## config.mk

```make
export PLATFORM = sky130hd
export DESIGN_NAME = strict_priority_task_queue_unit
export DESIGN_NICKNAME = d
export VERILOG_FILES = /design/src/rtl/sptq_pkg.sv /design/src/rtl/strict_priority_task_queue_unit.sv
export SDC_FILE = /design/constraint.sdc
export NUM_CORES = 2
export LEC_CHECK = 0
export ABC_AREA = 1
export BUFFER_PORTS_ARGS = -buffer_cell sky130_fd_sc_hd__buf_4
export CAP_MARGIN = 20
export CORE_UTILIZATION = 35
export CTS_CLUSTER_DIAMETER = 100
export DETAILED_ROUTE_END_ITERATION = 6
export GPL_ROUTABILITY_DRIVEN = 0
export GPL_TIMING_DRIVEN = 0
export HOLD_SLACK_MARGIN = 0.15
export PLACE_DENSITY = 0.5
export SYNTH_ARGS = -nofsm -noshare
export SYNTH_HDL_FRONTEND = slang
export SYNTH_SLANG_ARGS = --single-unit
export TNS_END_PERCENT = 10
```

## constraint.sdc

```tcl
create_clock -name clk -period 6 [get_ports clk]
set_input_delay 0.9 -clock clk [delete_from_list [all_inputs] [get_ports clk]]
set_output_delay 0.9 -clock clk [all_outputs]
set_load 0.01 [all_outputs]
```

## src/rtl/sptq_pkg.sv

```systemverilog
// sptq_pkg: types, sizes and codes for the strict priority task queue
// used by strict_priority_task_queue_unit and sptq_checker; no dependencies
`default_nettype none

package sptq_pkg;

    // queue sizing
    localparam int PRIORITY_LEVELS = 3;
    localparam int ENTRY_COUNT     = 16;
    localparam int SLOT_W          = $clog2(ENTRY_COUNT);

    // field widths fixed by the interface
    localparam int LEVEL_W = 2;
    localparam int COUNT_W = 5;
    localparam int WORD_W  = 32;

    // operation codes
    localparam logic OP_ENQUEUE = 1'b0;
    localparam logic OP_DEQUEUE = 1'b1;

    // result status codes
    localparam logic [1:0] ST_ENQUEUED = 2'd0;
    localparam logic [1:0] ST_DROPPED  = 2'd1;
    localparam logic [1:0] ST_DEQUEUED = 2'd2;
    localparam logic [1:0] ST_EMPTY    = 2'd3;

    // request payload
    typedef struct packed {
        logic               operation;
        logic [LEVEL_W-1:0] priority_req;
        logic [WORD_W-1:0]  handler;
        logic [WORD_W-1:0]  argument;
    } req_t;

    // response payload
    typedef struct packed {
        logic [1:0]         status;
        logic [WORD_W-1:0]  out_handler;
        logic [WORD_W-1:0]  out_argument;
        logic [LEVEL_W-1:0] out_priority;
        logic [COUNT_W-1:0] occupancy;
    } rsp_t;

endpackage

`default_nettype wire

```

## src/rtl/strict_priority_task_queue_unit.sv

```systemverilog
// A request accepted into the request register yields its response in the response register.
// Throughput: one request per cycle while responses are taken; the only loop is the list
// update from the request register to the response register, done combinationally.
// Reset: all entries chained on the free list, every level empty, occupancy zero,
// capacity limit 16; the entry store itself holds no reset value.
// depends on sptq_pkg
`default_nettype none

module strict_priority_task_queue_unit
    import sptq_pkg::*;
(
    input  wire logic               clk,
    input  wire logic               rst_n,
    // request channel
    input  wire logic               req_valid,
    output logic                    req_ready,
    input  wire req_t               req,
    // response channel
    output logic                    rsp_valid,
    input  wire logic               rsp_ready,
    output rsp_t                    rsp,
    // capacity limit write channel
    input  wire logic               cfg_valid,
    output logic                    cfg_ready,
    input  wire logic [COUNT_W-1:0] cfg_data
);

    // request register
    logic        req_valid_reg;
    req_t        req_reg;
    logic        advance;

    // response register
    logic        rsp_valid_reg;
    rsp_t        rsp_reg;
    rsp_t        rsp_next;

    // capacity limit
    logic [COUNT_W-1:0] cap_reg;

    // queue state
    logic [2*WORD_W-1:0]  entry_reg [ENTRY_COUNT];
    logic [SLOT_W-1:0]    link_reg  [ENTRY_COUNT];
    logic [SLOT_W-1:0]    head_reg  [PRIORITY_LEVELS];
    logic [SLOT_W-1:0]    tail_reg  [PRIORITY_LEVELS];
    logic [PRIORITY_LEVELS-1:0] nonempty_reg, nonempty_next;
    logic [SLOT_W-1:0]    free_head_reg, free_head_next;
    logic [COUNT_W-1:0]   count_reg, count_next;

    // single write port per array
    logic                 ent_we;
    logic [SLOT_W-1:0]    ent_waddr;
    logic                 link_we;
    logic [SLOT_W-1:0]    link_waddr, link_wdata;
    logic [SLOT_W-1:0]    link_raddr, link_rdata;
    logic                 head_we, tail_we;
    logic [LEVEL_W-1:0]   head_wlvl, tail_wlvl;
    logic [SLOT_W-1:0]    head_wdata, tail_wdata;

    // per-operation values
    logic [COUNT_W-1:0]   limit;
    logic [LEVEL_W-1:0]   enq_lvl;
    logic [LEVEL_W-1:0]   deq_lvl;
    logic                 deq_found;
    logic [SLOT_W-1:0]    deq_slot;

    // handshake
    assign advance   = req_valid_reg && (!rsp_valid_reg || rsp_ready);
    assign req_ready = !req_valid_reg || advance;
    assign rsp_valid = rsp_valid_reg;
    assign rsp       = rsp_reg;
    assign cfg_ready = 1'b1;

    // capped limit and saturated enqueue level
    always_comb
    begin
        limit = (cap_reg > COUNT_W'(ENTRY_COUNT)) ? COUNT_W'(ENTRY_COUNT) : cap_reg;
        enq_lvl = (req_reg.priority_req >= LEVEL_W'(PRIORITY_LEVELS)) ?
                  LEVEL_W'(PRIORITY_LEVELS - 1) : req_reg.priority_req;
    end

    // lowest-numbered non-empty level
    always_comb
    begin
        deq_lvl   = '0;
        deq_found = 1'b0;
        for (int i = PRIORITY_LEVELS - 1; i >= 0; i--)
        begin
            if (nonempty_reg[i])
            begin
                deq_lvl   = LEVEL_W'(i);
                deq_found = 1'b1;
            end
        end
        deq_slot = head_reg[deq_lvl];
    end

    // link read: free list on enqueue, level head on dequeue
    assign link_raddr = (req_reg.operation == OP_ENQUEUE) ? free_head_reg : deq_slot;
    assign link_rdata = link_reg[link_raddr];

    // list update and response
    always_comb
    begin
        nonempty_next  = nonempty_reg;
        free_head_next = free_head_reg;
        count_next     = count_reg;
        ent_we         = 1'b0;
        ent_waddr      = free_head_reg;
        link_we        = 1'b0;
        link_waddr     = deq_slot;
        link_wdata     = free_head_reg;
        head_we        = 1'b0;
        head_wlvl      = enq_lvl;
        head_wdata     = free_head_reg;
        tail_we        = 1'b0;
        tail_wlvl      = enq_lvl;
        tail_wdata     = free_head_reg;
        rsp_next       = '0;

        unique case (req_reg.operation)
            OP_ENQUEUE:
            begin
                if (count_reg < limit)
                begin
                    // take the first free slot and append it to the level list
                    ent_we         = 1'b1;
                    free_head_next = link_rdata;
                    tail_we        = 1'b1;
                    if (nonempty_reg[enq_lvl])
                    begin
                        link_we    = 1'b1;
                        link_waddr = tail_reg[enq_lvl];
                        link_wdata = free_head_reg;
                    end
                    else
                    begin
                        head_we                = 1'b1;
                        nonempty_next[enq_lvl] = 1'b1;
                    end
                    count_next      = count_reg + COUNT_W'(1);
                    rsp_next.status = ST_ENQUEUED;
                end
                else
                begin
                    rsp_next.status = ST_DROPPED;
                end
            end
            OP_DEQUEUE:
            begin
                if (deq_found)
                begin
                    // unlink the head and push it on the free list
                    rsp_next.out_handler  = entry_reg[deq_slot][2*WORD_W-1:WORD_W];
                    rsp_next.out_argument = entry_reg[deq_slot][WORD_W-1:0];
                    rsp_next.out_priority = deq_lvl;
                    if (deq_slot == tail_reg[deq_lvl])
                    begin
                        nonempty_next[deq_lvl] = 1'b0;
                    end
                    else
                    begin
                        head_we    = 1'b1;
                        head_wlvl  = deq_lvl;
                        head_wdata = link_rdata;
                    end
                    link_we        = 1'b1;
                    link_waddr     = deq_slot;
                    link_wdata     = free_head_reg;
                    free_head_next = deq_slot;
                    if (count_reg != '0)
                    begin
                        count_next = count_reg - COUNT_W'(1);
                    end
                    rsp_next.status = ST_DEQUEUED;
                end
                else
                begin
                    rsp_next.status = ST_EMPTY;
                end
            end
            default:
            begin
                rsp_next.status = ST_EMPTY;
            end
        endcase
        rsp_next.occupancy = count_next;
    end

    // request and response registers, control state
    always_ff @(posedge clk or negedge rst_n)
    begin
        if (!rst_n)
        begin
            req_valid_reg <= 1'b0;
            rsp_valid_reg <= 1'b0;
            cap_reg       <= COUNT_W'(ENTRY_COUNT);
            nonempty_reg  <= '0;
            free_head_reg <= '0;
            count_reg     <= '0;
        end
        else
        begin
            if (req_ready)
            begin
                req_valid_reg <= req_valid;
            end
            if (advance)
            begin
                rsp_valid_reg <= 1'b1;
                nonempty_reg  <= nonempty_next;
                free_head_reg <= free_head_next;
                count_reg     <= count_next;
            end
            else if (rsp_ready)
            begin
                rsp_valid_reg <= 1'b0;
            end
            if (cfg_valid)
            begin
                cap_reg <= cfg_data;
            end
        end
    end

    // request and response payload
    always_ff @(posedge clk)
    begin
        if (req_valid && req_ready)
        begin
            req_reg <= req;
        end
        if (advance)
        begin
            rsp_reg <= rsp_next;
        end
    end

    // link store, level heads and tails
    always_ff @(posedge clk or negedge rst_n)
    begin
        if (!rst_n)
        begin
            for (int i = 0; i < ENTRY_COUNT; i++)
            begin
                link_reg[i] <= (i == ENTRY_COUNT - 1) ? '0 : SLOT_W'(i + 1);
            end
            for (int i = 0; i < PRIORITY_LEVELS; i++)
            begin
                head_reg[i] <= '0;
                tail_reg[i] <= '0;
            end
        end
        else if (advance)
        begin
            if (link_we)
            begin
                link_reg[link_waddr] <= link_wdata;
            end
            if (head_we)
            begin
                head_reg[head_wlvl] <= head_wdata;
            end
            if (tail_we)
            begin
                tail_reg[tail_wlvl] <= tail_wdata;
            end
        end
    end

    // entry store, written on enqueue
    always_ff @(posedge clk)
    begin
        if (advance && ent_we)
        begin
            entry_reg[ent_waddr] <= {req_reg.handler, req_reg.argument};
        end
    end

endmodule

`default_nettype wire

```

# Word-level counts from Yosys, hierarchy flattened
# Memories as Yosys holds them, arrays and structs flattened. A register that Yosys moved wholly into a read port is not among the register bits.
# Cells that the tools add are included.
[totals]
register_bits = 183
latch_bits = 0
ram_bits = 1024
romBits = 0
inputBits = 77
output_inout_bits = 76
elab_cells = 163
n_memories = 1
[op_classes]
add_sub_neg = 2
n_mul = 0
div_mod_pow = 0
magnitude_cmp = 15
n_eq_ne = 5
n_shift = 0
muxes = 75
bitwise_logic = 9
reduce_logical = 21
[mem_list]
columns = ["memory", "words", "word_bits", "read_ports", "rd_clocked_by_memory_dff", "write_ports", "line", "source"]
rows = [
  ["entry_reg", 16, 64, 1, 1, 1, "strict_priority_task_queue_unit.sv:42", "logic [2*WORD_W-1:0] entry_reg [ENTRY_COUNT];"],
]
[ops]
columns = ["cell", "n"]
rows = [
  ["$mux W4", 19],
  ["$bwmux W64", 1],
  ["$bmux W4 S2", 3],
  ["$bwmux W12", 2],
  ["$mux W1", 21],
  ["$mux W5", 4],
  ["$bmux W4 S4", 1],
  ["$demux W4 S2", 2],
  ["$demux W4 S4", 1],
  ["$pmux W4 S2", 2],
  ["$mux W2", 7],
  ["$mux W3", 4],
  ["$ge A5 B5 Y1 const B", 2],
  ["$not A4 Y5", 2],
  ["$pmux W5 S2", 1],
  ["$ge A3 B3 Y1 const B", 3],
  ["$not A2 Y3", 3],
  ["$logic_and A1 B1 Y1", 8],
  ["$reduce_and A2 Y1", 4],
  ["$lt A2 B3 Y1 const B", 2],
  ["$lt A3 B1 Y1 const B", 2],
  ["$ne A2 B1 Y1 const B", 3],
  ["$pmux W3 S2", 1],
  ["$add A5 B1 Y5 const B", 1],
  ["22 further kinds", 28],
]

# Logic depth before layout (Yosys ltp)
[depth]
ltp_word = 17
mapped_depth = 19
depth_no_buf = 19

# Worst setup path before layout
# OpenSTA, ideal clock, no wires.
[synth_timing]
path_kind = "register to register"
startpoint = "register cap_reg[4]"
endpoint = "memory entry_reg[0][0] (netlist bit) (enable)"
setup_time_ns = 0.487
arrival_ns = 4.556
required_ns = 5.513
slack_ns = 0.958
stages_incl_launch_ff = 11
path_buffers = 0
period_less_slack_ns = 5.042
path_cell_list = "dfstp_2 > inv_1 > ha_1 > a21oi_1 > o21a_1 > nand2_1 > inv_1 > nand2_1 > nor2_1 > nand3_1 > nor2_1"
[synth_via]
elab_chain_len = 8
[synth_lines]
columns = ["element", "line", "source"]
rows = [
  ["start, declared", "strict_priority_task_queue_unit.sv:39", "logic [COUNT_W-1:0] cap_reg;"],
  ["start signal, assigned", "strict_priority_task_queue_unit.sv:197", "cap_reg <= COUNT_W'(ENTRY_COUNT);"],
  ["start signal, assigned", "strict_priority_task_queue_unit.sv:221", "cap_reg <= cfg_data;"],
  ["$gt A5 B5 Y1", "strict_priority_task_queue_unit.sv:77", "limit = (cap_reg > COUNT_W'(ENTRY_COUNT)) ? COUNT_W'(ENTRY_COUNT) : cap_reg;"],
  ["$mux W5 *", "strict_priority_task_queue_unit.sv:77", ""],
  ["$lt A5 B5 Y1 *", "strict_priority_task_queue_unit.sv:124", "if (count_reg < limit)"],
  ["$mux W1 *", "strict_priority_task_queue_unit.sv:124", ""],
  ["$mux W1 *", "strict_priority_task_queue_unit.sv:121", "unique case (req_reg.operation)"],
  ["$logic_and A1 B1 Y1 *", "strict_priority_task_queue_unit.sv:274", "if (advance && ent_we)"],
  ["$mux W1 *", "strict_priority_task_queue_unit.sv:274", ""],
  ["$mux W1 (not written as such) *", "strict_priority_task_queue_unit.sv:276", "entry_reg[ent_waddr] <= {req_reg.handler, req_reg.argument};"],
  ["end, declared", "strict_priority_task_queue_unit.sv:42", ""],
]
# Every way passes the cells marked *; elsewhere a longest branch is shown, timed or not.

# Final worst setup path
[layout_timing]
startpoint = "register cap_reg[4]"
endpoint = "memory entry_reg[2][2] (netlist bit) (enable)"
# The elaborated chain is that of the path after synthesis.

==> summary.md <==
| Metric | Value |
|---|---|
| Run status | `complete, no violations` |
| CTS sink cnt | `1,271` |
| Area Growth Syn to Fin | `18.3%` |
| Cell chain of the critical path | `inv_1, ha_1, a21oi_1, o21a_1, nand2_1, inv_1, nand2_1, nor2_1, nand3_1, nor2_4, buf_12, buf_12` |
| Synth cell types | `42` |
| Final setup fails | `0` |
| Minimum clock period after layout | `4.43 ns` |
| Die Area | `0.145 sq mm` |
| CTS Buf Count | `144` |
| Synthesized area | `0.0503 sq mm` |
| GRT Util Overall | `0.198` |
| Post CTS Setup Buffer Count | `0` |
| Antenna viol nets, final | `0` |
| Critical path arrival | `4.90 ns` |
| Hold_ws | `0.283 ns` |
| P_leak | `20.0 nW` |
| RSZ-0062 raised after global routing | `false` |
| Final instance area | `0.0595 sq mm` |
| Max FFs per register | `1,024` |
| Seq/Total Area, Yosys | `0.749` |
| Top cells by area, synth | `edfxtp_1 70%, o21ai_0 4.0%, dfrtp_1 3.7%` |
| Yosys reg bits | `1,271` |
| Remaining DRCs | `0` |
| Syn nets | `3,826` |
| Total wire length | `146 mm` |
| Drt first pass iters | `6` |
| Crit-path max FO | `24` |
| Drt via density | `5.26` |
| Max Clock Freq | `0.226 GHz` |
| Pin count of the biggest net entering global routing | `91` |
| Row count | `138` |
| Cells after Synth | `3,743` |
| Core Footprint | `0.142 sq mm` |
| Final period util | `0.738` |
| Slew Limit Fails | `0` |
| Worst Setup SP | `cap_reg[4]$_DFFE_PN1P_` |
| Final Skew | `0.0343 ns` |
| DRT iter0 DRCs | `2,705` |
| Peak VDD IR | `0.260 mV` |
| Share of layout cells above drive strength 1 | `0.168` |
| # IOs | `153` |
| Crit-path max cell delay | `0.83 ns` |
| CTS Buffer Depth | `3` |
| Initial antenna violation count | `4` |
| Highest routed layer | `met4` |
| Number of global-route vias before repair | `31,264` |
| Initial core utilization | `0.354` |
| Die height | `381 microns` |
| HP Start | `req[10]` |
| Share of the synthesized area in the top cell type | `0.695` |
| CP Launch Type | `flip-flop` |
| Biggest area consumer among synthesized cells | `edfxtp_1` |
| Max_cap viols | `0` |
| Area post-placement | `0.0548 sq mm` |
| Met3 routed WL | `8.10 mm` |
| Number of synthesized flops with an enable pin | `1,164` |
| Fin nets | `4,167` |
| Root buf cell | `clkbuf_16` |
| Endpoint class of the critical path | `flip-flop` |
| Layout fillers | `13,200` |
| CTS H-Tree Depth | `4` |
| I/O Buffers | `151` |
| Final Hold Violating Endpoints | `0` |
| Dominant synthesized flop cell | `edfxtp_1` |
| Synth Area per Inst | `13.4 sq um` |
| Drt wl/cell | `24.0 microns` |
| Post-synth ARST share | `0.0842` |
| Via count | `32,015` |
| Dpl hpwl | `98.0 mm` |
| Critical R2R Launch | `cap_reg[4]$_DFFE_PN1P_` |
| Min-Delay Path Class | `in2reg` |
| Worst relative slew slack | `0.198` |
| Global-route wire length before repair | `213 mm` |
| CP required | `6.47 ns` |
| Met1 Wirelength | `66.6 mm` |
| Kind of critical path | `reg2reg` |
| Worst path slowest cell | `nor2_4` |
| CTS tree | `done` |
| Syn. warnings | `0` |
| Clock slew seen by the registers of the worst setup and hold paths | `0.06 ns` |
| Total grt overflow | `0` |
| Worst skew pair latency | `0.80 ns` |
| Power per standard cell area | `569 mW/mm^2` |
| Die X | `381 microns` |
| Met2 WL | `67.9 mm` |
| Slew at the pin closest to its max-slew limit | `1.20 ns` |
final cells by class:
type	instances	area, sq um	area share
flip-flops and latches	1271	37700	0.634
multi-input cells	2109	11100	0.187
clock buffers	174	3770	0.0634
well taps	1890	2360	0.0398
repair buffers	195	2060	0.0347
plain buffers	243	1150	0.0193
clock inverters	86	856	0.0144
inverters	120	453	0.00762
diodes	2	5.00	0.0000842
synthesized netlist by cell type, types with 2 or more instances:
cell type,count
edfxtp_1,1164
nor2_1,489
o21ai_0,405
nand2_1,283
nand3_1,255
o221ai_1,193
o21ai_1,137
o211ai_1,130
inv_1,106
clkbuf_1,105
buf_2,96
a21oi_1,74
dfrtp_1,74
or2_2,65
dfstp_2,33
nand2_2,23
buf_1,16
inv_2,14
buf_4,13
nand2_4,8
buf_6,7
clkbuf_2,6
ha_1,6
nor2_4,5
mux2_2,4
nand3_2,4
nor2_2,4
o21ai_2,4
nor3_1,3
a221oi_1,2
a22oi_1,2
o22ai_1,2
xor2_1,2
stage by stage:
step | setup WS, ns | power, mW | instances | setup TNS (ns) | utilization
after floorplan | 0.958 | 19.3 | 3743 | 0 | -
after global placement | -2.87 | 25.2 | 5784 | -2498.15 | 0.378
after detailed placement | 1.61 | 25.4 | 5827 | 0 | 0.386
after CTS | 1.60 | 34.1 | 6088 | 0 | 0.418
after global routing | 1.36 | 35.6 | 6088 | 0 | 0.418
final | 1.57 | 33.8 | 6090 | 0 | 0.418
critical path: cells and delay by family (launching register included):
family | cells | cell delay, ns
buf+inv | 4 | 0.77
simple gates | 5 | 2.21
fa+ha+maj | 1 | 0.32
flops | 1 | 0.51
compound gates | 2 | 0.28
per-layer routing:
| layer | track usage | vias up |
|---|---|---|
| li1 | - | 14704 |
| met1 | 0.281 | 16107 |
| met2 | 0.313 | 1001 |
| met3 | 0.0326 | 203 |
| met4 | 0.0591 | 0 |
| met5 | 0 | - |
cells in the final DEF, fill, tap and decap left out, drive strengths merged:
master       count
o221ai         193
nand2          314
a221oi           2
ha               6
a22oi            2
nor2           499
clkinvlp         3
inv            134
edfxtp        1164
dfstp           33
dfrtp           74
or2             65
conb             1
o211ai         130
bufinv          10
o21ai          547
mux2             4
nor3             3
xor2             2
clkbuf         285
nand3          259
o22ai            2
nand4            1
and2             1
clkinv          59
nand3b           1
dlygate4sd3      1
diode            2
o21a             1
a21oi           76
buf            326
timing repair:
action / in CTS / in global routing
hold endpoints to repair: 17 / 0
gates resized for setup: 0 / 0
hold buffers: 1 / 0
path summary, 6_finish.rpt:
check                                       endpoint  slack [ns]  cells past startpoint
setup / recovery           entry_reg[2][2]$_DFFE_PP_        1.57                     12
hold / removal                 req_reg[10]$_DFFE_PP_        0.28                      1
setup reg to reg           entry_reg[2][2]$_DFFE_PP_        1.57                     12
hold reg to reg             link_reg[35]$_DFFE_PN1P_        0.47                      2
max in group asynchronous   link_reg[19]$_DFFE_PN1P_        4.71                      3
min in group asynchronous    tail_reg[8]$_DFFE_PN0P_        0.52                      2
cell families after synthesis:
group | Yosys count | synth area share
XOR/XNOR | 2 | 0.000348
AND/OR/NAND/NOR | 1143 | 0.0993
other | 1 | 0.0000746
adder cells (fa/ha/maj) | 6 | 0.00149
buffers and inverters | 363 | 0.0317
AO/OA/AOI/OAI | 953 | 0.117
multiplexers | 4 | 0.000896
flip-flops | 1271 | 0.749
where the power goes:
| group | internal (mW) | switching [mW] |
|---|---|---|
| sequential | 10.6 | 0.435 |
| clock | 4.96 | 3.70 |
| combinational | 3.94 | 10.1 |
Note: power is estimated with default switching activity, not from simulation.
